--- src/rtl/lsg_pkg.sv ---
`default_nettype none
package lsg_pkg;

   localparam logic ACT_LOAD  = 1'b0;
   localparam logic ACT_PIXEL = 1'b1;

   localparam logic [2:0] CSR_CENTER_X        = 3'd0;
   localparam logic [2:0] CSR_CENTER_Y        = 3'd1;
   localparam logic [2:0] CSR_RING_COUNT      = 3'd2;
   localparam logic [2:0] CSR_RINGS_PER_PIXEL = 3'd3;
   localparam logic [2:0] CSR_OUT_BITS        = 3'd4;
   localparam logic [2:0] CSR_BLEND_ALPHA     = 3'd5;

   // word fields that ride along the pipeline
   typedef struct packed {
      logic        act;
      logic [1:0]  chan;
      logic [5:0]  slot;
      logic [15:0] gain;
      logic [15:0] raw;
   } tag_type;

   // interpolation control from the table stage
   typedef struct packed {
      logic       interp;
      logic       beyond;
      logic [7:0] frac;
   } side_type;

   typedef struct packed {
      logic [15:0] out_max;
      logic [8:0]  alpha;
   } blend_cfg_type;

endpackage
`default_nettype wire

--- src/rtl/lsg_blend.sv ---
`default_nettype none
module lsg_blend (
   input  wire logic                   clock,
   input  wire logic                   reset,
   input  wire logic                   en,
   input  wire logic                   in_valid,
   input  wire lsg_pkg::tag_type       in_tag,
   input  wire lsg_pkg::side_type      in_side,
   input  wire logic [15:0]            in_lo,
   input  wire logic [15:0]            in_hi,
   input  wire lsg_pkg::blend_cfg_type cfg,
   output logic                        out_valid,
   output logic [15:0]                 out_value,
   output logic                        out_beyond
);

   logic        b_valid_ff;
   logic        b_act_ff;
   logic        b_beyond_ff;
   logic [15:0] b_raw_ff;
   logic [23:0] b_gain_ff;
   logic [24:0] gain_sum;

   logic        c_valid_ff;
   logic        c_act_ff;
   logic        c_beyond_ff;
   logic [15:0] c_raw_ff;
   logic [19:0] c_gained_ff;
   logic [39:0] gain_prod;

   logic        d_valid_ff;
   logic        d_act_ff;
   logic        d_beyond_ff;
   logic [16:0] d_blend_ff;
   logic [15:0] gained_clip;
   logic [24:0] blend_sum;
   logic [8:0]  inv_alpha;

   logic        rsp_valid_ff;
   logic [15:0] rsp_value_ff;
   logic        rsp_beyond_ff;

   assign gain_sum = in_side.interp
      ? ({9'd0, in_lo} * {16'd0, 9'd256 - {1'b0, in_side.frac}})
        + ({9'd0, in_hi} * {17'd0, in_side.frac})
      : {1'b0, in_lo, 8'd0};

   assign gain_prod = {24'd0, b_raw_ff} * {16'd0, b_gain_ff};

   assign inv_alpha   = 9'd256 - cfg.alpha;
   assign gained_clip = (c_gained_ff > {4'd0, cfg.out_max}) ? cfg.out_max : c_gained_ff[15:0];
   assign blend_sum   = ({9'd0, gained_clip} * {16'd0, cfg.alpha})
                      + ({9'd0, c_raw_ff} * {16'd0, inv_alpha});

   always_ff @(posedge clock) begin
      if (reset) begin
         b_valid_ff   <= 1'b0;
         c_valid_ff   <= 1'b0;
         d_valid_ff   <= 1'b0;
         rsp_valid_ff <= 1'b0;
      end else if (en) begin
         b_valid_ff   <= in_valid;
         c_valid_ff   <= b_valid_ff;
         d_valid_ff   <= c_valid_ff;
         rsp_valid_ff <= d_valid_ff && (d_act_ff == lsg_pkg::ACT_PIXEL);
      end
   end

   always_ff @(posedge clock) begin
      if (en) begin
         b_act_ff      <= in_tag.act;
         b_beyond_ff   <= in_side.beyond;
         b_raw_ff      <= in_tag.raw;
         b_gain_ff     <= gain_sum[23:0];
         c_act_ff      <= b_act_ff;
         c_beyond_ff   <= b_beyond_ff;
         c_raw_ff      <= b_raw_ff;
         c_gained_ff   <= gain_prod[39:20];
         d_act_ff      <= c_act_ff;
         d_beyond_ff   <= c_beyond_ff;
         d_blend_ff    <= blend_sum[24:8];
         rsp_value_ff  <= (d_blend_ff > {1'b0, cfg.out_max}) ? cfg.out_max : d_blend_ff[15:0];
         rsp_beyond_ff <= d_beyond_ff;
      end
   end

   assign out_valid  = rsp_valid_ff;
   assign out_value  = rsp_value_ff;
   assign out_beyond = rsp_beyond_ff;

endmodule
`default_nettype wire

--- config.mk ---
export PLATFORM = sky130hd
export DESIGN_NAME = lsg_blend
export DESIGN_NICKNAME = d
export VERILOG_FILES = /design/src/rtl/lsg_pkg.sv /design/src/rtl/lsg_blend.sv
export SDC_FILE = /design/constraint.sdc
export NUM_CORES = 2
export LEC_CHECK = 0
export ABC_AREA = 0
export BUFFER_PORTS_ARGS = -buffer_cell sky130_fd_sc_hd__buf_2
export CORE_ASPECT_RATIO = 1.75
export CORE_MARGIN = 5
export CORE_UTILIZATION = 60
export CTS_CLUSTER_SIZE = 40
export DETAILED_ROUTE_END_ITERATION = 6
export PLACE_DENSITY = 0.81
export SYNTH_ARGS = -nofsm -noshare
export SYNTH_HDL_FRONTEND = slang
export SYNTH_SLANG_ARGS = --single-unit
--- constraint.sdc ---
create_clock -name clock -period 10 [get_ports clock]
set_clock_uncertainty 0.05 [all_clocks]
set_input_delay 2.5 -clock clock [delete_from_list [all_inputs] [get_ports clock]]
set_output_delay 2.5 -clock clock [all_outputs]
set_load 0.005 [all_outputs]
---- Word-level counts from Yosys, hierarchy flattened ----
Index checks and enable logic that the tools add are counted.
cells by class
  div/mod/pow operators ................... 0
  mux-type cells .......................... 3
  reduce and logical (&&, ||, !) cells .... 1
  shifts and indexed selects .............. 0
  $lt $le $gt $ge ......................... 2
  $mul .................................... 5
  equality and inequality tests ........... 0
  bitwise logic cells ..................... 0
  add/sub/neg operators ................... 4
operators by type and width
  kind                                                               count
  16-bit by 9-bit multiplier with 25-bit output                      2
  16-bit by 24-bit multiplier with 40-bit output                     1
  16-bit two-way mux                                                 2
  25-bit adder                                                       1
  24-bit adder                                                       1
  16-bit by 8-bit multiplier with 24-bit output                      1
  16-bit by 9-bit multiplier with 24-bit output                      1
  24-bit two-way mux                                                 1
  20-bit by 16-bit greater-than comparator with 1-bit output         1
  17-bit by 16-bit greater-than comparator with 1-bit output         1
  9-bit by 8-bit subtractor with 9-bit output, first input constant  1
  9-bit subtractor, first input constant                             1
  1-bit logical AND                                                  1
storage, ports and cells
  memory bits (read-only) ................. 0
  memories ................................ 0
  output and inout bits ................... 18
  memory bits (writable) .................. 0
  logic and storage cells ................. 33
  register bits after elaboration ......... 120
  latch bits .............................. 0

---- Longest topological paths before layout ----
  word-level depth ........................ 4
  gate-level depth with buffers ........... 33
  gate-level depth less buffers ........... 31

---- Worst setup path before layout ----
No wires, ideal clock.
  path kind ............................... in2reg
  start ................................... in cfg[22] (netlist bit)
  end ..................................... reg d_blend_ff[16] (data pin)
  library setup time ...................... 260 ps
  required time ........................... 9690 ps
  arrival time ............................ 9734 ps
  path buffers ............................ 2
  setup slack ............................. -44 ps
  stages .................................. 33
  cell sequence ........................... inv_1 -> ha_1 -> nand4_1 -> nor4_4 -> o21ai_1 -> a31oi_1 -> buf_6 -> buf_2 -> mux2i_1 -> nor2b_1 -> fa_1 -> inv_1 -> fa_1 -> inv_1 -> fa_1 -> inv_1 -> fa_1 -> inv_1 -> fa_1 -> inv_1 -> fa_1 -> inv_1 -> ha_1 -> a21o_1 -> a21o_1 -> a21o_1 -> a21o_1 -> a21oi_1 -> o2111ai_2 -> nand2_2 -> o31ai_2 -> o41a_1 -> xnor2_1
between the ends
  longest elaborated chain between the ends .. 4
RTL lines
  element                                                     line             RTL
  start, declared                                             lsg_blend.sv:11  input wire lsg_pkg::blend_cfg_type cfg,
  20-bit by 16-bit greater-than comparator with 1-bit output  lsg_blend.sv:51  assign gained_clip = (c_gained_ff > {4'd0, cfg.out_max}) ? cfg.out_max : c_gained_ff[15:0];
  16-bit two-way mux (*)                                      lsg_blend.sv:51
  16-bit by 9-bit multiplier with 25-bit output (*)           lsg_blend.sv:52  assign blend_sum = ({9'd0, gained_clip} * {16'd0, cfg.alpha})
  25-bit adder (*)                                            lsg_blend.sv:53  + ({9'd0, c_raw_ff} * {16'd0, inv_alpha});
  named net blend_sum[24]                                     lsg_blend.sv:36  logic [24:0] blend_sum;
  end signal, assigned                                        lsg_blend.sv:81  d_blend_ff <= blend_sum[24:8];
  end, declared                                               lsg_blend.sv:34  logic [16:0] d_blend_ff;
Mark *: on every way through the listed nets, which the timed path passes. The rest lies on a longest branch.
A chain may end at the register's enable or synchronous reset.

---- Final worst setup path ----
Ends and elaborated chain as after synthesis.

==> impl_metrics.yaml <==
clock_network:
  cts-hold-fix-buffers: 0
  clk_latency_ps: 460
  htreeDepth: 4
  cts_root_buf: "clkbuf_16"
  clock-sinks: 120
  post_cts_resized: 0
  cts_setup_buffers: 0
  clkTransAtPathRegs_ps: 60
  cts_buffers: 17
  clock_path_buffers: 2
  cts_tree: "built"
timing:
  fmax_mhz: 103
  setup_viol_count_final: 0
  rsz0062_at_grt: "no"
  fin_crit_ps: 9660
  fin_setup_tns_ps: 0
  finalCritPeriodShare_pct: 96.6
  hold_violations: 0
  slew_headroom_pct: 17.6
  setup_slack_ps: 335
  tightestPinTransition_ps: 1240
  slew_violations: 0
synthesis:
  ys_seq_area_share_pct: 10.4
  syn_nets: 4805
  synth_flop_cell: "edfxtp_1"
  netlist_area_mm2: 0.0343
  synth_top_family_by_area: "adder cells"
  synthAdderAreaFrac_pct: 55.1
  synth_xor_xnor_area_share_pct: 1.79
  ys_seq_elements: 120
  syn_inst: 3638
  synth.area.mux_share_pct: 0.944
  synth-compound-area-share_pct: 4.19
  syn_avg_cell_area_um2: 9.44
  synth_cell_types: 65
  synthSimpleGateAreaFrac_pct: 16.7
  synth_edf_count: 116
  yosys_warnings: 0
  async_flop_share_pct: 0
floorplan:
  floorplan.initialDensity_pct: 60.4
  rows: 116
  pin_count: 130
  dieArea_mm2: 0.0623
  die_w_um: 191
  fp.coreArea_mm2: 0.0569
  die_h_um: 326
hold_path:
  worstHoldPathCells: 0
  hp-class: "register to register"
  min_to: "c_beyond_ff"
  min-delay-start: "b_beyond_ff"
layout:
  final_area_mm2: 0.0366
  final_cell_mix: "843 x inv_1, 762 x fa_1, 552 x nand2_1"
  areaGrowthSynthToFinish_pct: 6.55
  final_common_cell: "inv_1"
  final_nets: 4868
  diodes: 0
  drive_above_1_share_pct: 7.05
  nFillCells: 4580
setup_path:
  setup.worst_path.start_class: "primary input"
  r2r_setup_slack_ps: 2080
  reg2reg_depth: 29
  cpMaxStageDelayCell: "fa_1"
  worstSetupPathType: "primary input to register"
  cp.required_ps: 10150
  worst-path-max-fanout: 9
  end_kind: "register"
  critPathMaxStageDelay_ps: 580
  arrival_ps: 9810
  reg2reg_to: "d_blend_ff[16]"
  rr_startpoint: "c_gained_ff[13]"
  path_common_cell: "fa_1"
place:
  gp_congestion: 0.898
  place_area_mm2: 0.0360
  dp_slack_ps: -56.7
  hpwlAfterDp_mm: 70.2
  port_buffers: 105
routing:
  via_count: 25433
  drc: 0
  avgRoutedWirePerCell_um: 19.3
  first_pass_iters: 6
  drt-initial-drc-count: 1502
  vias_per_cell: 5.68
  ant_nets: 0
  wl_mm: 86.4
grt:
  track_usage_pct: 28.9
  antenna_found_initial: 2
  grt_pass1_wl_mm: 141
  overflow: 0
  grt_max_degree: 63
  grt_pass1_vias: 28748
outcome:
  status: "finished clean"
run:
  drv_cap: 0
==> per-layer routing <==
layer / global-route usage [%] / part of all wire (%)
met1: 29.3 / 31
met2: 54.5 / 56
met3: 3.58 / 5.6
met4: 18.9 / 7.8
met5: 0 / 0.015
==> metrics by stage <==
step                      std cells  hold slack [ps]  utilization [%]
final                          4481              374             64.3
after detailed placement       4449              362             63.2
after CTS                      4481              378             64.3
after floorplan                3638              350                -
after global routing           4481              386             64.3
after global placement         4449              352             63.2
==> registers in the layout, summed over array words and instances, names as in the netlist, 16 cells and up <==
name         cells
d_blend_ff      17
b_gain_ff       24
c_raw_ff        16
c_gained_ff     20
out_value       16
b_raw_ff        16
==> worst max-delay path, delay by kind of cell <==
family	cells	cell delay, ps
AND/OR/NAND/NOR	4	710
XOR/XNOR	1	130
adder cells (fa/ha/maj)	8	3660
buffers and inverters	8	860
AO/OA/AOI/OAI	9	1640
multiplexers	1	290
==> synthesized netlist by cell type (19+ instances only) <==
library cell | n | area share, %
nor3_1 | 19 | 0.28
ha_1 | 293 | 11
nor2b_1 | 104 | 1.9
a21oi_1 | 45 | 0.66
fa_1 | 762 | 44
nand3_1 | 30 | 0.44
inv_1 | 843 | 9.2
edfxtp_1 | 116 | 10
mux2i_1 | 20 | 0.58
clkbuf_1 | 126 | 1.4
nand2_1 | 552 | 6.0
and2_1 | 284 | 5.2
and3_1 | 26 | 0.47
nand2b_1 | 19 | 0.35
buf_1 | 26 | 0.28
xor2_1 | 19 | 0.48
nor2_1 | 78 | 0.85
a21o_1 | 34 | 0.74
xnor2_1 | 51 | 1.3
==> cell families after synthesis <==
logic type | after synthesis
AOI/OAI and AO/OA | 200
xor gates and xnor gates | 70
adders and majority gates | 1055
buffers and inverters | 999
DFF | 120
muxes | 31
and+or+nand+nor | 1163
==> how the worst max path moves through the flow <==
| stage | start | end | slack (ps) | cells after the start |
|---|---|---|---|---|
| floorplan | cfg[22] | d_blend_ff[16] | 20 | 33 |
| global placement | cfg[20] | d_blend_ff[16] | 40 | 29 |
| global route | cfg[19] | d_blend_ff[15] | 10 | 32 |
| CTS | cfg[22] | d_blend_ff[16] | 350 | 31 |
| detailed placement | cfg[22] | d_blend_ff[16] | -60 | 31 |
| finish | cfg[22] | d_blend_ff[16] | 340 | 31 |
==> layout make-up <==
cell class | instances | area, um2 | area share [%]
timing repair buffer | 199 | 1240 | 3.38
inverter | 844 | 3170 | 8.66
clock inverter | 15 | 191 | 0.523
multi-input combinational | 2519 | 27000 | 73.9
tap | 767 | 960 | 2.62
clock buffer | 17 | 425 | 1.16
sequential | 120 | 3560 | 9.74
Power is left out: the tool's default activity adds up to more than one toggle a clock period on the data nets, which glitch-free logic cannot reach.
