## config.mk

```make
export PLATFORM = sky130hd
export DESIGN_NAME = lsg_dist
export DESIGN_NICKNAME = d
export VERILOG_FILES = /design/src/rtl/lsg_pkg.sv /design/src/rtl/lsg_dist.sv
export SDC_FILE = /design/constraint.sdc
export NUM_CORES = 2
export LEC_CHECK = 0
export BUFFER_PORTS_ARGS = -buffer_cell sky130_fd_sc_hd__buf_2
export CAP_MARGIN = 20
export CORE_MARGIN = 1
export CORE_UTILIZATION = 45
export CTS_CLUSTER_SIZE = 20
export DETAILED_ROUTE_END_ITERATION = 10
export GPL_ROUTABILITY_DRIVEN = 0
export HOLD_SLACK_MARGIN = 0.12
export PLACE_DENSITY = 0.58
export SETUP_SLACK_MARGIN = 0.4
export SKIP_CTS_REPAIR_TIMING = 1
export SYNTH_ARGS = -nofsm -noshare
export SYNTH_HDL_FRONTEND = slang
export SYNTH_SLANG_ARGS = --single-unit
```

## constraint.sdc

```tcl
create_clock -name clock -period 22.9 [get_ports clock]
set_input_delay 4.58 -clock clock [delete_from_list [all_inputs] [get_ports clock]]
set_output_delay 4.58 -clock clock [all_outputs]
set_load 0.01 [all_outputs]
```

## src/rtl/lsg_pkg.sv

```systemverilog
`default_nettype none
package lsg_pkg;

   localparam logic ACT_LOAD  = 1'b0;
   localparam logic ACT_PIXEL = 1'b1;

   localparam logic [2:0] CSR_CENTER_X        = 3'd0;
   localparam logic [2:0] CSR_CENTER_Y        = 3'd1;
   localparam logic [2:0] CSR_RING_COUNT      = 3'd2;
   localparam logic [2:0] CSR_RINGS_PER_PIXEL = 3'd3;
   localparam logic [2:0] CSR_OUT_BITS        = 3'd4;
   localparam logic [2:0] CSR_BLEND_ALPHA     = 3'd5;

   // word fields that ride along the pipeline
   typedef struct packed {
      logic        act;
      logic [1:0]  chan;
      logic [5:0]  slot;
      logic [15:0] gain;
      logic [15:0] raw;
   } tag_type;

   // interpolation control from the table stage
   typedef struct packed {
      logic       interp;
      logic       beyond;
      logic [7:0] frac;
   } side_type;

   typedef struct packed {
      logic [15:0] out_max;
      logic [8:0]  alpha;
   } blend_cfg_type;

endpackage
`default_nettype wire

```

## src/rtl/lsg_dist.sv

```systemverilog
`default_nettype none
module lsg_dist #(
   parameter int COORD_BITS = 12,
   parameter int PW         = COORD_BITS + 17
) (
   input  wire logic                  clock,
   input  wire logic                  reset,
   input  wire logic                  en,
   input  wire logic                  in_valid,
   input  wire lsg_pkg::tag_type      in_tag,
   input  wire logic [COORD_BITS-1:0] in_row,
   input  wire logic [COORD_BITS-1:0] in_col,
   input  wire logic [COORD_BITS-1:0] center_x,
   input  wire logic [COORD_BITS-1:0] center_y,
   input  wire logic [23:0]           rpp,
   output logic                       out_valid,
   output lsg_pkg::tag_type           out_tag,
   output logic [PW-1:0]              out_pos
);

   localparam int CB   = COORD_BITS;
   localparam int N    = CB + 5;
   localparam int VW   = 2 * N;
   localparam int REMW = N + 3;

   logic                 s1_valid_ff;
   lsg_pkg::tag_type     s1_tag_ff;
   logic [CB-1:0]        dx_ff;
   logic [CB-1:0]        dy_ff;
   logic                 s2_valid_ff;
   lsg_pkg::tag_type     s2_tag_ff;
   logic [2*CB-1:0]      sqx_ff;
   logic [2*CB-1:0]      sqy_ff;
   logic [2*CB:0]        d2;

   logic                 rt_valid_ff [0:N];
   lsg_pkg::tag_type     rt_tag_ff   [0:N];
   logic [N-1:0]         rt_res_ff   [0:N];
   logic [REMW-1:0]      rt_rem_ff   [0:N];
   logic [VW-1:0]        rt_v_ff     [0:N];

   logic                 pos_valid_ff;
   lsg_pkg::tag_type     pos_tag_ff;
   logic [PW-1:0]        pos_ff;
   logic [N+23:0]        prod;

   always_ff @(posedge clock) begin
      if (reset) begin
         s1_valid_ff    <= 1'b0;
         s2_valid_ff    <= 1'b0;
         rt_valid_ff[0] <= 1'b0;
         pos_valid_ff   <= 1'b0;
      end else if (en) begin
         s1_valid_ff    <= in_valid;
         s2_valid_ff    <= s1_valid_ff;
         rt_valid_ff[0] <= s2_valid_ff;
         pos_valid_ff   <= rt_valid_ff[N];
      end
   end

   assign d2 = {1'b0, sqx_ff} + {1'b0, sqy_ff};
   assign prod = {24'd0, rt_res_ff[N]} * {{N{1'b0}}, rpp};

   always_ff @(posedge clock) begin
      if (en) begin
         s1_tag_ff    <= in_tag;
         dx_ff        <= (in_col >= center_x) ? in_col - center_x : center_x - in_col;
         dy_ff        <= (in_row >= center_y) ? in_row - center_y : center_y - in_row;
         s2_tag_ff    <= s1_tag_ff;
         sqx_ff       <= {{CB{1'b0}}, dx_ff} * {{CB{1'b0}}, dx_ff};
         sqy_ff       <= {{CB{1'b0}}, dy_ff} * {{CB{1'b0}}, dy_ff};
         rt_tag_ff[0] <= s2_tag_ff;
         rt_res_ff[0] <= '0;
         rt_rem_ff[0] <= '0;
         rt_v_ff[0]   <= {1'b0, d2, 8'd0};
         pos_tag_ff   <= rt_tag_ff[N];
         pos_ff       <= prod[N+23:12];
      end
   end

   // one root bit per stage
   for (genvar i = 0; i < N; i++) begin : g_root
      logic [REMW-1:0] rem_sh;
      logic [REMW-1:0] trial;
      logic            ge;

      assign rem_sh = {rt_rem_ff[i][REMW-3:0], rt_v_ff[i][VW-1:VW-2]};
      assign trial  = {1'b0, rt_res_ff[i], 2'b01};
      assign ge     = rem_sh >= trial;

      always_ff @(posedge clock) begin
         if (reset) begin
            rt_valid_ff[i+1] <= 1'b0;
         end else if (en) begin
            rt_valid_ff[i+1] <= rt_valid_ff[i];
         end
      end

      always_ff @(posedge clock) begin
         if (en) begin
            rt_tag_ff[i+1] <= rt_tag_ff[i];
            rt_v_ff[i+1]   <= {rt_v_ff[i][VW-3:0], 2'b00};
            rt_res_ff[i+1] <= {rt_res_ff[i][N-2:0], ge};
            rt_rem_ff[i+1] <= ge ? rem_sh - trial : rem_sh;
         end
      end
   end

   assign out_valid = pos_valid_ff;
   assign out_tag   = pos_tag_ff;
   assign out_pos   = pos_ff;

endmodule
`default_nettype wire

```

Yosys cells after proc, flatten, opt, wreduce, memory -nomap -nowiden
Memories as Yosys holds them, arrays and structs flattened. A register that Yosys moved wholly into a read port is not among the register bits. Cells that the tools add are included.

Memories: 5. Output and inout port bits: 71. Flip-flop bits (word level): 185. Word-level logic and storage cells: 127. Bits of input ports: 117. RAM bits: 1998.

Bitwise logic cells: 18. Magnitude comparators: 19. Multiplexer cells: 43. Multiply operators: 3. $add $sub $neg: 22.

Memory list: rt_tag_ff (depth 18, bits a word 41, rd ports 18, clocked after memory_dff 1, write ports 18, RTL line lsg_dist.sv:37) `lsg_pkg::tag_type rt_tag_ff [0:N];`; rt_v_ff (depth 18, bits a word 32, rd ports 17, clocked after memory_dff 0, write ports 18, RTL line lsg_dist.sv:40) `logic [VW-1:0] rt_v_ff [0:N];`; rt_rem_ff (depth 18, bits a word 20, rd ports 17, clocked after memory_dff 0, write ports 18, RTL line lsg_dist.sv:39) `logic [REMW-1:0] rt_rem_ff [0:N];`; rt_res_ff (depth 18, bits a word 17, rd ports 18, clocked after memory_dff 0, write ports 18, RTL line lsg_dist.sv:38) `logic [N-1:0] rt_res_ff [0:N];`; rt_valid_ff (depth 18, bits a word 1, rd ports 18, clocked after memory_dff 1, write ports 18, RTL line lsg_dist.sv:36) `logic rt_valid_ff [0:N];`.

Operator list (count): $ge 20x19->1 (17); $mux 20 (17); $sub 20x19->20 (17); $mul 12x12->24 (2); $sub 12x12->12 (4); $mul 17x24->41 (1); $add 24x24->25 (1); $ge 12x12->1 (2); $mux 1 (24); $mux 12 (2); $or 1x1->1 (18).

Depth between registers and ports, before layout
Word-level depth: 4. Depth in mapped cells: 24.

Worst setup path before layout
Ideal clock, no wire load.

Path type: input-to-reg. From: input rpp[18]. To: register pos_ff[23], in the netlist out_pos[23], data pin. Setup slack: 12517 ps. Path buffers: 3. Stages: 22. Data required time: 22641 ps. Arrival time: 10124 ps. Path through: clkbuf_1 > clkbuf_1 > nand2_1 > fa_1 > fa_1 > fa_1 > inv_1 > fa_1 > fa_1 > inv_1 > fa_1 > inv_1 > ha_1 > clkbuf_1 > a21o_1 > a21o_1 > a21oi_1 > o211ai_1 > a211oi_1 > o2111ai_1 > a21oi_1 > xnor2_1.

Cells in the longest elaborated chain, start to end: 1.

RTL lines: start: declaration (RTL line lsg_dist.sv:15) `input wire logic [23:0] rpp,`; $mul 17x24->41 (RTL line lsg_dist.sv:62) `assign prod = {24'd0, rt_res_ff[N]} * {{N{1'b0}}, rpp};`; named net prod[35] (RTL line lsg_dist.sv:45) `logic [N+23:0] prod;`; end signal: assignment (RTL line lsg_dist.sv:77) `pos_ff <= prod[N+23:12];`; end: declaration (RTL line lsg_dist.sv:44) `logic [PW-1:0] pos_ff;`.

The timed path passes the listed nets, and every way through them passes these cells. A chain may end at the register's enable or synchronous reset.

Worst setup path in the final report
From: input rpp[22]. To: register pos_ff[23], in the netlist out_pos[23], data pin.

The elaborated chain is that of the path after synthesis.

==> impl_results.md <==
* Slowest-stage cell, CP: a211oi_1
* Nets@finish at around 7300
* Detailed router's first-iteration violation count at around 2500
* Mapped Cells at 5959
* Die height at 426.6 µm
* Die area at ~0.18 mm²
* Worst-skew pair later-pin latency at 0.82 ns
* Vias in the first global route at approximately 45000
* CP bufs+invs at 6
* Reg2reg setup slack at between 15 and 20 ns
* CP Cell Sequence: buf_2 -> nand2_1 -> fa_1 -> inv_1 -> fa_1 -> inv_1 -> fa_1 -> inv_1 -> fa_1 -> fa_1 -> inv_1 -> fa_1 -> inv_1 -> ha_1 -> and3_1 -> nand2_1 -> nor2_1 -> o21ai_0 -> o211ai_1 -> a211oi_1 -> o2111ai_1 -> a21oi_1 -> xnor2_1
* Fin crit share at 0.4477
* P&R area growth vs syn at 11.09%
* Arrival @ worst endpoint at around 11 ns
* GRT Util Overall at 0.1535
* Endpoint of the worst hold path: rt_tag_ff[16][20]
* Synth Cell Area at 0.08114 mm²
* Setup-failing EPs final at 0
* # IOs at 188
* Top-count cell post-synth: edfxtp_1
* Post-synth cell types at 96
* FMAX at between 0.09 and 0.1 GHz
* Syn Area/Cell at 13.62 µm²
* Number of enable flip-flop cells after synthesis at around 1600
* Max-capacitance violation count at 0
* DRT Pass-1 Iters at 6
* Worst-margin pin slew at between 1 and 1.5 ns
* Post-synthesis sequential area ratio at 0.5829
* CP top delay family: adder cells
* Setup_tns at 0 ns
* Critical Path Fanout Max at 17
* Antenna violation net count after detailed routing at 0
* Status: finished clean
* Dominant synthesized flop cell: edfxtp_1
* Ys async rst share at 0
* Worst-path clk slew at 0.07 ns
* Required time worst endpoint at ~23 ns
* Hold Path Origin: rt_tag_ff[15][20]
* Crit path launch type: input port
* RSZ-0062 raised after global routing: false
* Wire per inst at 15.63 µm
* Pin count of the biggest net entering global routing at around 190
* Via count at between 40000 and 50000
* DRC Markers at 0
* First-pass GRT wire length at ~220 mm
* Crit. End Element: flop
* Initial Utilization at 0.4538
* Syn Nets at roughly 7000
* Core Rows at between 150 and 200
* Count of final hold-check violations at 0
* CTS Sinks at ~1600
* Die width at ~430 µm
* CTS tree: done
* Vias per inst at 4.934
* Worst reg2reg path startpoint: rt_res_ff[17][5]
* Hold Crit Depth at 0
* Grt ovf at 0
* Clock tree buffer depth at 3
* Initial antenna violation count at 7
* Slew Viols, Final at 0
* RR Endpoint: out_pos[23]
* Clock Tree Root: clkbuf_16
* CTS Buf Count at between 150 and 200
* Worst path depth at 23
* Worst Skew at ~0.054 ns
* Synth top cells by count: 1573 x edfxtp_1, 916 x inv_1, 491 x fa_1, 471 x nand2_1, 461 x ha_1
* Core Area at around 0.18 mm²
* Largest area contributor in the netlist: edfxtp_1
* Max-Slew Margin vs Limit at 0.2511
* Final HPWL DP at about 96 mm
* Worst R2R Path Depth at 22
* Port buffer count at around 190
* Total Wirelength at roughly 140 mm
* Max stage delay on crit path at roughly 0.71 ns
* Crit path top cell by count: fa_1
* Synth top area share at 0.5821
* Critical path class: input port to flop
* Hold Crit Class: flop to flop
* Yosys reg bits at 1576
* H-tree depth at 4
* Yosys warns at 0
* Area contributors post-synth: edfxtp_1 58%, fa_1 12%, ha_1 7.1%
* Share of post-route cells with drive strength above 1 at 0.08278
* Post-layout minimum cycle time at 10.25 ns
[area by class of cell]
type	instances	area [µm²]
multi-input cells	3338	29900
clock inverters	98	1111
well taps	2355	2947
fillers	15250	88670
repair buffers	214	1186
inverters	917	3442
flip-flops and latches	1576	47300
diodes	3	7.507
clock buffers	199	4257
[kinds of logic (layout without fill, tap and decap cells)]
logic type	Yosys count	count (layout)	synth area share
AOI/OAI and AO/OA	691	691	0.05516
xor gates and xnor gates	280	280	0.03022
adders and majority gates	952	952	0.1922
buffers and inverters	1045	1428	0.04873
DFF	1576	1576	0.5829
muxes	50	50	0.006600
other	1	4	0.00004622
and+or+nand+nor	1364	1364	0.08413
[stage by stage]
stage               setup slack [ns]  hold WS, ns  std cells    util  cell area, µm²
floorplan                      12.52       0.4003       5959       -           81140
global placement               11.94       0.4000       8399  0.4740           84750
detailed placement             11.93       0.4045       8399  0.4740           84750
CTS                            12.82       0.3867       8696  0.5040           90120
global route                   12.41       0.3777       8700  0.5041           90140
finish                         12.65       0.3733       8700  0.5041           90140
[placed cells by master, fill, tap and decap left out, types with 18 or more instances in the layout]
cell type and n:
a21boi_0 18, xor2_1 114, clkbuf_16 165, clkinv_1 34, buf_2 186, o31ai_1 26, and2_1 268, buf_4 24
nand3_1 55, nor2_1 214, ha_1 461, or2_2 23, edfxtp_1 1573, mux2i_1 25, nand2b_1 37, or3_1 30
a31oi_1 18, a21oi_1 218, a211oi_1 18, inv_1 916, o21a_1 56, nand4_1 22, nor3_1 83, a21o_1 73
fa_1 491, nor4_1 26, nor2b_1 45, and3_1 29, o21ai_0 141, xnor2_1 166, mux2_2 24, nand2_1 471
clkinv_2 24, clkbuf_1 34
[worst max path at each step]
stage                     startpoint           to
after floorplan              rpp[18]  out_pos[23]
after global placement       rpp[14]  out_pos[23]
after detailed placement     rpp[14]  out_pos[23]
after CTS                    rpp[14]  out_pos[23]
after global routing         rpp[10]  out_pos[23]
final                        rpp[22]  out_pos[23]
[flip-flops by register name, summed over array words and instances (netlist names)]
register,cells
rt_tag_ff,738
rt_rem_ff,261
rt_v_ff,181
rt_res_ff,153
out_tag,41
s1_tag_ff,41
s2_tag_ff,41
out_pos,29
sqx_ff,23
sqy_ff,23
rt_valid_ff,18
dx_ff,12
dy_ff,12
out_valid,1
s1_valid_ff,1
s2_valid_ff,1
[routing by layer]
metal / part of all wire / vias to the layer above / track usage / wire, µm
met5: 0.00015 / - / 0 / 21
met4: 0.028 / 4 / 0.05101 / 3860
met3: 0.038 / 250 / 0.02824 / 5192
met2: 0.51 / 644 / 0.2727 / 69290
met1: 0.42 / 21070 / 0.1873 / 57610
li1: - / 20960 / - / -
Power is not shown: default switching activity piles up to over one toggle a cycle in this logic, so the estimate is an artifact.
