## src/rtl/lsg_pkg.sv

```systemverilog
`default_nettype none
package lsg_pkg;

   localparam logic ACT_LOAD  = 1'b0;
   localparam logic ACT_PIXEL = 1'b1;

   localparam logic [2:0] CSR_CENTER_X        = 3'd0;
   localparam logic [2:0] CSR_CENTER_Y        = 3'd1;
   localparam logic [2:0] CSR_RING_COUNT      = 3'd2;
   localparam logic [2:0] CSR_RINGS_PER_PIXEL = 3'd3;
   localparam logic [2:0] CSR_OUT_BITS        = 3'd4;
   localparam logic [2:0] CSR_BLEND_ALPHA     = 3'd5;

   // word fields that ride along the pipeline
   typedef struct packed {
      logic        act;
      logic [1:0]  chan;
      logic [5:0]  slot;
      logic [15:0] gain;
      logic [15:0] raw;
   } tag_type;

   // interpolation control from the table stage
   typedef struct packed {
      logic       interp;
      logic       beyond;
      logic [7:0] frac;
   } side_type;

   typedef struct packed {
      logic [15:0] out_max;
      logic [8:0]  alpha;
   } blend_cfg_type;

endpackage
`default_nettype wire

```

## src/rtl/lsg_table.sv

```systemverilog
`default_nettype none
module lsg_table #(
   parameter int MAX_RINGS = 64,
   parameter int CHANNELS  = 4,
   parameter int PW        = 29
) (
   input  wire logic             clock,
   input  wire logic             reset,
   input  wire logic             en,
   input  wire logic             in_valid,
   input  wire lsg_pkg::tag_type in_tag,
   input  wire logic [PW-1:0]    in_pos,
   input  wire logic [6:0]       ring_count,
   output logic                  out_valid,
   output lsg_pkg::tag_type      out_tag,
   output lsg_pkg::side_type     out_side,
   output logic [15:0]           out_lo,
   output logic [15:0]           out_hi
);

   localparam int LW    = $clog2(MAX_RINGS);
   localparam int KW    = PW - 8;
   localparam int HALF  = MAX_RINGS / 2 + 1;
   localparam int DEPTH = CHANNELS * HALF;
   localparam int AW    = (DEPTH > 1) ? $clog2(DEPTH) : 1;

   // entries with even ring index in one bank, odd in the other
   logic [15:0] mem_even [0:DEPTH-1];
   logic [15:0] mem_odd  [0:DEPTH-1];

   logic [8:0]          rc;
   logic [LW-1:0]       last;
   logic [KW-1:0]       k;
   logic                interp;
   logic                beyond;
   logic [LW-1:0]       a;
   logic [2:0]          bank;
   logic [AW-1:0]       rd_even;
   logic [AW-1:0]       rd_odd;
   logic [AW-1:0]       wr_addr;
   logic                wr_ok;
   logic                we_even;
   logic                we_odd;

   logic                valid_ff;
   lsg_pkg::tag_type    tag_ff;
   lsg_pkg::side_type   side_ff;
   logic                a0_ff;
   logic [15:0]         even_q_ff;
   logic [15:0]         odd_q_ff;

   always_comb begin
      rc = {2'b00, ring_count};
      if (rc == 9'd0) begin
         rc = 9'd1;
      end
      if (rc > 9'(MAX_RINGS)) begin
         rc = 9'(MAX_RINGS);
      end
   end

   // channel to bank, folded at elaboration
   always_comb begin
      unique case (in_tag.chan)
         2'd0: bank = 3'(0 % CHANNELS);
         2'd1: bank = 3'(1 % CHANNELS);
         2'd2: bank = 3'(2 % CHANNELS);
         2'd3: bank = 3'(3 % CHANNELS);
      endcase
   end

   assign last    = LW'(rc - 9'd1);
   assign k       = in_pos[PW-1:8];
   assign interp  = k < KW'(last);
   assign beyond  = k > KW'(last);
   assign a       = interp ? LW'(k) : last;
   assign rd_even = AW'(int'(bank) * HALF + ((int'(a) + 1) >> 1));
   assign rd_odd  = AW'(int'(bank) * HALF + (int'(a) >> 1));
   assign wr_addr = AW'(int'(bank) * HALF + (int'(in_tag.slot) >> 1));
   assign wr_ok   = int'(in_tag.slot) < MAX_RINGS;
   assign we_even = in_valid && (in_tag.act == lsg_pkg::ACT_LOAD) && wr_ok && !in_tag.slot[0];
   assign we_odd  = in_valid && (in_tag.act == lsg_pkg::ACT_LOAD) && wr_ok && in_tag.slot[0];

   always_ff @(posedge clock) begin
      if (en) begin
         if (we_even) begin
            mem_even[wr_addr] <= in_tag.gain;
         end
         even_q_ff <= mem_even[rd_even];
      end
   end

   always_ff @(posedge clock) begin
      if (en) begin
         if (we_odd) begin
            mem_odd[wr_addr] <= in_tag.gain;
         end
         odd_q_ff <= mem_odd[rd_odd];
      end
   end

   always_ff @(posedge clock) begin
      if (reset) begin
         valid_ff <= 1'b0;
      end else if (en) begin
         valid_ff <= in_valid;
      end
   end

   always_ff @(posedge clock) begin
      if (en) begin
         tag_ff         <= in_tag;
         side_ff.interp <= interp;
         side_ff.beyond <= beyond;
         side_ff.frac   <= in_pos[7:0];
         a0_ff          <= a[0];
      end
   end

   assign out_valid = valid_ff;
   assign out_tag   = tag_ff;
   assign out_side  = side_ff;
   assign out_lo    = a0_ff ? odd_q_ff : even_q_ff;
   assign out_hi    = a0_ff ? even_q_ff : odd_q_ff;

endmodule
`default_nettype wire

```

## config.mk

```make
export PLATFORM = sky130hd
export DESIGN_NAME = lsg_table
export DESIGN_NICKNAME = d
export VERILOG_FILES = /design/src/rtl/lsg_pkg.sv /design/src/rtl/lsg_table.sv
export SDC_FILE = /design/constraint.sdc
export NUM_CORES = 2
export LEC_CHECK = 0
export BUFFER_PORTS_ARGS = -buffer_cell sky130_fd_sc_hd__buf_2
export CAP_MARGIN = 25
export CORE_MARGIN = 2
export CORE_UTILIZATION = 30
export CTS_CLUSTER_SIZE = 12
export DETAILED_ROUTE_END_ITERATION = 8
export PLACE_DENSITY = 0.53
export SYNTH_ARGS = -nofsm -noshare
export SYNTH_HDL_FRONTEND = slang
export SYNTH_MEMORY_MAX_BITS = 65536
export SYNTH_SLANG_ARGS = --single-unit
```

## constraint.sdc

```tcl
create_clock -name clock -period 7.2 [get_ports clock]
set_input_delay 0.72 -clock clock [delete_from_list [all_inputs] [get_ports clock]]
set_output_delay 0.72 -clock clock [all_outputs]
set_load 0.05 [all_outputs]
```

# Yosys cells after proc, flatten, opt, wreduce, memory -nomap -nowiden
# Memory sizes are Yosys's and may differ from the RTL's. A register that Yosys moved wholly into a read port is not among the register bits.
# Cells that the tools add are included.
[totals]
ff_bits = 53
ramBits = 4224
output_inout_bits = 84
elab_cells = 43
mem_count = 2
[memory_table]
columns = ["name", "depth", "width", "rd", "rd_ports_with_merged_regs", "wr", "line", "text"]
rows = [
  ["mem_even", 132, 16, 1, 1, 1, "lsg_table.sv:28", "logic [15:0] mem_even [0:DEPTH-1];"],
  ["mem_odd", 132, 16, 1, 1, 1, "lsg_table.sv:29", "logic [15:0] mem_odd [0:DEPTH-1];"],
]
[classes]
add_sub_neg = 5
multipliers = 1
n_lt_le_gt_ge = 3
n_eq_ne = 3
muxes = 12
bitwise_logic = 1
n_reduce_logical = 6
[ops]
columns = ["operator", "count"]
rows = [
  ["16-bit 2-to-1 mux", 2],
  ["21-bit by 6-bit > comparator with 1-bit output", 1],
  ["21-bit by 6-bit less-than comparator with 1-bit output", 1],
  ["6-bit 2-to-1 mux", 2],
  ["3-bit case mux with 4 select lines", 1],
  ["8-bit by 5-bit adder with 8-bit output", 1],
  ["8-bit by 6-bit adder with 8-bit output", 1],
  ["8-bit by 7-bit adder with 8-bit output", 1],
  ["3-bit by 6-bit multiplier with 8-bit output (second input constant)", 1],
  ["6-bit by 1-bit adder with 7-bit output (second input constant)", 1],
  ["7-bit > comparator (second input constant)", 1],
  ["7-bit logical NOT", 1],
  ["7-bit 2-to-1 mux", 1],
  ["1-bit 2-to-1 mux", 6],
  ["6-bit by 1-bit subtractor with 6-bit output (second input constant)", 1],
  ["2-bit equality test (second input constant)", 2],
  ["1-bit logical AND", 3],
  ["2-bit by 1-bit equality test with 1-bit output (second input constant)", 1],
  ["2-bit logical NOT", 1],
  ["1-bit logical NOT", 1],
  ["1-bit inverter", 1],
]

# Logic depth before layout (Yosys ltp)
[logic_depth]
depth_word = 9
ltp_mapped = 33
depth_no_buf = 28

# Least setup slack after synthesis
# OpenSTA, ideal clock, no wires.
[synth_timing]
path_type = "input -> register"
startpoint = "input port ring_count[1]"
endpoint = "register even_q_ff[15] (read register of mem_even) (data pin)"
setup_ns = 0.266
t_arrival_ns = 6.635
required_time_ns = 6.934
path_slack_ns = 0.299
path_stages = 28
n_path_buf = 6
path_cell_list = "or2_1 -> nor4_1 -> o21ai_0 -> ha_1 -> buf_2 -> nand4bb_1 -> a21oi_1 -> nor2_1 -> inv_1 -> ha_1 -> o311ai_2 -> nand2_2 -> inv_1 -> nor2_1 -> a21oi_1 -> ha_1 -> ha_1 -> fa_1 -> clkbuf_1 -> buf_1 -> clkbuf_1 -> clkbuf_1 -> clkbuf_1 -> mux4_2 -> mux2i_1 -> a221oi_1 -> nand2_1 -> a22oi_1"
[synth_via]
elab_chain_len = 9
[synth_rtl]
columns = ["element", "line", "text"]
rows = [
  ["start: declaration", "lsg_table.sv:13", "input wire logic [6:0] ring_count,"],
  ["7-bit logical NOT", "lsg_table.sv:54", "if (rc == 9'd0) begin"],
  ["7-bit 2-to-1 mux *", "lsg_table.sv:54", ""],
  ["7-bit > comparator", "lsg_table.sv:57", "if (rc > 9'(MAX_RINGS)) begin"],
  ["6-bit 2-to-1 mux *", "lsg_table.sv:57", ""],
  ["6-bit by 1-bit subtractor with 6-bit output *", "lsg_table.sv:72", "assign last = LW'(rc - 9'd1);"],
  ["21-bit by 6-bit less-than comparator with 1-bit output *", "lsg_table.sv:74", "assign interp = k < KW'(last);"],
  ["via interp", "lsg_table.sv:34", "logic interp;"],
  ["6-bit 2-to-1 mux *", "lsg_table.sv:76", "assign a = interp ? LW'(k) : last;"],
  ["via a[0]", "lsg_table.sv:36", "logic [LW-1:0] a;"],
  ["6-bit by 1-bit adder with 7-bit output *", "lsg_table.sv:77", "assign rd_even = AW'(int'(bank) * HALF + ((int'(a) + 1) >> 1));"],
  ["8-bit by 7-bit adder with 8-bit output *", "lsg_table.sv:77", ""],
  ["end: declaration", "lsg_table.sv:49", "logic [15:0] even_q_ff;"],
]
# The timed path passes the listed nets; every way through them passes the cells marked *.
# A chain may end at the register's enable or synchronous reset.

# Final worst setup path
[layout_timing]
startpoint = "input port ring_count[1]"
endpoint = "register odd_q_ff[15] (read register of mem_odd) (data pin)"
[layout_via]
elab_chain_len = 8
[layout_rtl]
columns = ["element", "line", "text"]
rows = [
  ["7-bit logical NOT", "lsg_table.sv:54", ""],
  ["7-bit 2-to-1 mux *", "lsg_table.sv:54", ""],
  ["7-bit > comparator", "lsg_table.sv:57", ""],
  ["6-bit 2-to-1 mux *", "lsg_table.sv:57", ""],
  ["6-bit by 1-bit subtractor with 6-bit output *", "lsg_table.sv:72", ""],
  ["21-bit by 6-bit less-than comparator with 1-bit output", "lsg_table.sv:74", ""],
  ["6-bit 2-to-1 mux *", "lsg_table.sv:76", ""],
  ["8-bit by 6-bit adder with 8-bit output *", "lsg_table.sv:78", "assign rd_odd = AW'(int'(bank) * HALF + (int'(a) >> 1));"],
  ["end: declaration", "lsg_table.sv:50", "logic [15:0] odd_q_ff;"],
]
# Every way passes the cells marked *; elsewhere a longest branch is shown, timed or not.

==> results.yml <==
timing:
  min_period_over_period_pct: 90.7
  finalSetupViolCount: 0
  fin_crit_ns: 6.53
  hold_viol: 0
  worst_slew_pin_slew_ns: 1.33
  slew_headroom_pct: 11.5
  drv_slew: 0
  fmax_mhz: 153
  hold_slack_ns: 0.109
  rsz0062_at_grt: "no"
  clock_skew_ns: 0.0514
detailed_routing:
  dr.first_iter.drc_count: 9757
  avgViaCountPerCell: 5.02
  dr.pass1.iters: 5
  drt_wl_total_um: 464000
  drc_errors: 0
  ant_nets: 0
  vias: 82000
  wl_per_cell_um: 28.4
placement:
  routabilityCongestion: 0.815
  port-buffer-count: 164
  hpwlAfterDp_um: 290000
cts:
  numCtsBuffers: 441
  clock_path_buffers: 4
  cts.sinks: 4309
  clkSlewWorstSetupHoldPaths_ns: 0.07
  clk-insertion-delay-late_ns: 1.00
  root_buffer: "clkbuf_16"
  cts_tree: "built"
  htreeDepth: 5
die:
  io_pins: 165
  die_w_um: 750
  coreArea_um2: 556000
  die_y_um: 750
  start_util_pct: 30.1
  placementRows: 274
  dieArea_um2: 563000
global_route:
  antenna_found_initial: 36
  grt_pass1_vias: 83700
  track_usage_pct: 16.1
  grt_overflow: 0
  grt_pass1_wl_um: 652000
  grt_max_degree: 173
setup_path:
  crit_buf_inv: 8
  worstPathRequired_ns: 7.97
  critPathArrivalTime_ns: 7.30
  crit_family: "adder cells"
  worstSetupPathType: "input pin to register"
  cpMostUsedCell: "buf_4"
  cp-start-kind: "input pin"
  crit_slowest_cell: "fa_4"
  critPathMaxFanout: 14
  worst_setup_path_end_kind: "register"
  slowest_delay_ns: 0.94
logic_synthesis:
  ys_seq_elements: 4309
  synthFlopType: "edfxtp_1"
  synth.avg_cell_area_um2: 22.4
  synth_top_area_share_pct: 77.4
  postSynth.asyncResetShare_pct: 0
  yosysSeqAreaShare_pct: 77.4
  netlist_area_um2: 167000
  yosysTopAreaCell: "edfxtp_1"
  syn_nets: 7559
  synthTopCellsByArea: "edfxtp_1 77%, mux4_2 15%, mux2i_1 2.5%"
  synth_edf_count: 4308
  yosysUniqueCellTypes: 78
  syn_inst: 7460
  yosys_warnings: 0
power:
  seq_power_share_pct: 45.9
  power_w: 0.0611
  switching_share_pct: 26.7
  power_frac_clock_pct: 35.1
  internal_power_w: 0.0448
  switchingPower_w: 0.0163
  leakage_nw: 62.8
  combPwrFrac_pct: 19.0
  pwr_density_cell_nw_per_um2: 309
  ir_drop_uv: 205
final_layout:
  layout-drive-gt1-share_pct: 31.9
  fin_nets: 8661
  syn2layout_area_growth_pct: 18.5
flow_run:
  maxCapViolCount: 0
min_path:
  hp-class: "input pin to register"
run_status:
  status: "completed"
## cell usage after synthesis, types with 6 or more instances
cell type	count
edfxtp_1	4308
mux4_2	1101
mux2i_1	419
nor2_1	334
clkbuf_1	314
nand2_1	246
nand3_1	77
a211oi_1	63
buf_2	51
buf_1	40
a21oi_1	37
mux2_2	37
nor2b_1	37
o22ai_1	31
o21ai_0	22
a31oi_1	19
a221oi_1	17
a32oi_1	17
xnor2_1	17
a211o_1	16
a22oi_1	16
and3_1	16
o211a_1	16
a21boi_0	15
a221o_1	15
a311oi_1	15
ha_1	15
o221ai_1	15
and2_1	14
xor2_1	12
o31ai_2	10
inv_1	9
nand2b_1	6
o31ai_1	6
## stage by stage
step / util [%] / setup WS, ns / setup TNS (ns) / cell area (um2) / instances
floorplan: - / 0.299 / 0 / 167000 / 7460
global placement: 33.1 / -0.498 / -8.91 / 184000 / 15500
detailed placement: 33.2 / -0.340 / -4.22 / 184000 / 15500
CTS: 35.6 / 0.749 / 0 / 198000 / 16300
global route: 35.6 / 0.416 / 0 / 198000 / 16300
finish: 35.6 / 0.667 / 0 / 198000 / 16300
## final timing paths
check                                                  from  slack (ns)                 endpoint  cells after the start
worst max-delay path                          ring_count[1]        0.67   odd_q_ff[15]$_DFFE_PP_                     28
worst min-delay path                             in_tag[34]        0.11    out_tag[34]$_DFFE_PP_                      1
worst max register to register    mem_odd[24][15]$_DFFE_PP_        4.63   odd_q_ff[15]$_DFFE_PP_                      6
worst min register to register  mem_even[131][14]$_DFFE_PP_        0.80  even_q_ff[14]$_DFFE_PP_                      2
## cell usage in the layout (no fill, tap or decap), drive strengths merged, types with 6 or more instances in the layout
master          n
o21ai          23
o22ai          31
a211o          16
nor2          336
inv            19
o221ai         15
nor3            7
diode          10
mux4         1101
nand2         247
a211oi         63
a31oi          19
a22oi          16
bufinv         15
nand2b          6
o31ai          17
a21oi          37
xnor2          19
xor2           13
and3           16
a221oi         17
buf          1048
a21boi         15
edfxtp       4308
nor2b          38
clkbuf        570
mux2           39
a221o          15
a311oi         15
dlygate4sd3    27
o211a          16
and2           18
ha             15
mux2i         419
a32oi          18
clkinv        149
nand3          77
## cell families after synthesis
family | count (synthesis) | synth area share, %
muxes | 1559 | 17.6
xor gates and xnor gates | 32 | 0.181
AOI/OAI and AO/OA | 353 | 1.63
and+or+nand+nor | 764 | 1.96
DFF | 4309 | 77.4
buffers and inverters | 425 | 1.04
adders and majority gates | 18 | 0.148
## sequential cells by signal, indices dropped and copies added (netlist names)
| name | count |
|---|---|
| out_valid | 1 |
| out_tag | 41 |
| mem_even | 2112 |
| out_side | 10 |
| mem_odd | 2112 |
| odd_q_ff | 16 |
| even_q_ff | 16 |
| a0_ff | 1 |
## layout make-up
| cell class | instances | area (um2) |
|---|---|---|
| fill | 50800 | 358000 |
| sequential | 4309 | 129000 |
| multi-input combinational | 2726 | 36300 |
| clock buffer | 570 | 11700 |
| timing repair buffer | 1075 | 9750 |
| tap | 7452 | 9320 |
| clock inverter | 177 | 1420 |
| inverter | 9 | 33.8 |
| antenna | 10 | 25.0 |
## power groups by stage
| stage | Combinational (W) | Clock [W] | Sequential [W] |
|---|---|---|---|
| global route | 0.0122 | 0.0228 | 0.0281 |
| detailed placement | 0.0117 | 0 | 0.0286 |
| global placement | 0.0117 | 0 | 0.0286 |
| floorplan | 0.00633 | 0 | 0.0284 |
| CTS | 0.0118 | 0.0218 | 0.0280 |
| finish | 0.0116 | 0.0214 | 0.0281 |
## routing by layer
layer	wire (um)	vias up	global-route usage (%)
met1	200000	44800	22.7
li1	-	33700	-
met2	220000	2823	26.0
met5	59	-	0
met4	10400	8	3.61
met3	33000	584	2.86
## repair_timing
| item | 4_1_cts | 5_1_grt |
|---|---|---|
| hold buffers | 27 | 0 |
| hold endpoints to repair | 26 | 0 |
| gates resized for setup | 0 | 0 |
| buffers inserted | 0 | 0 |
No activity file was read; power rests on OpenSTA's default activity.
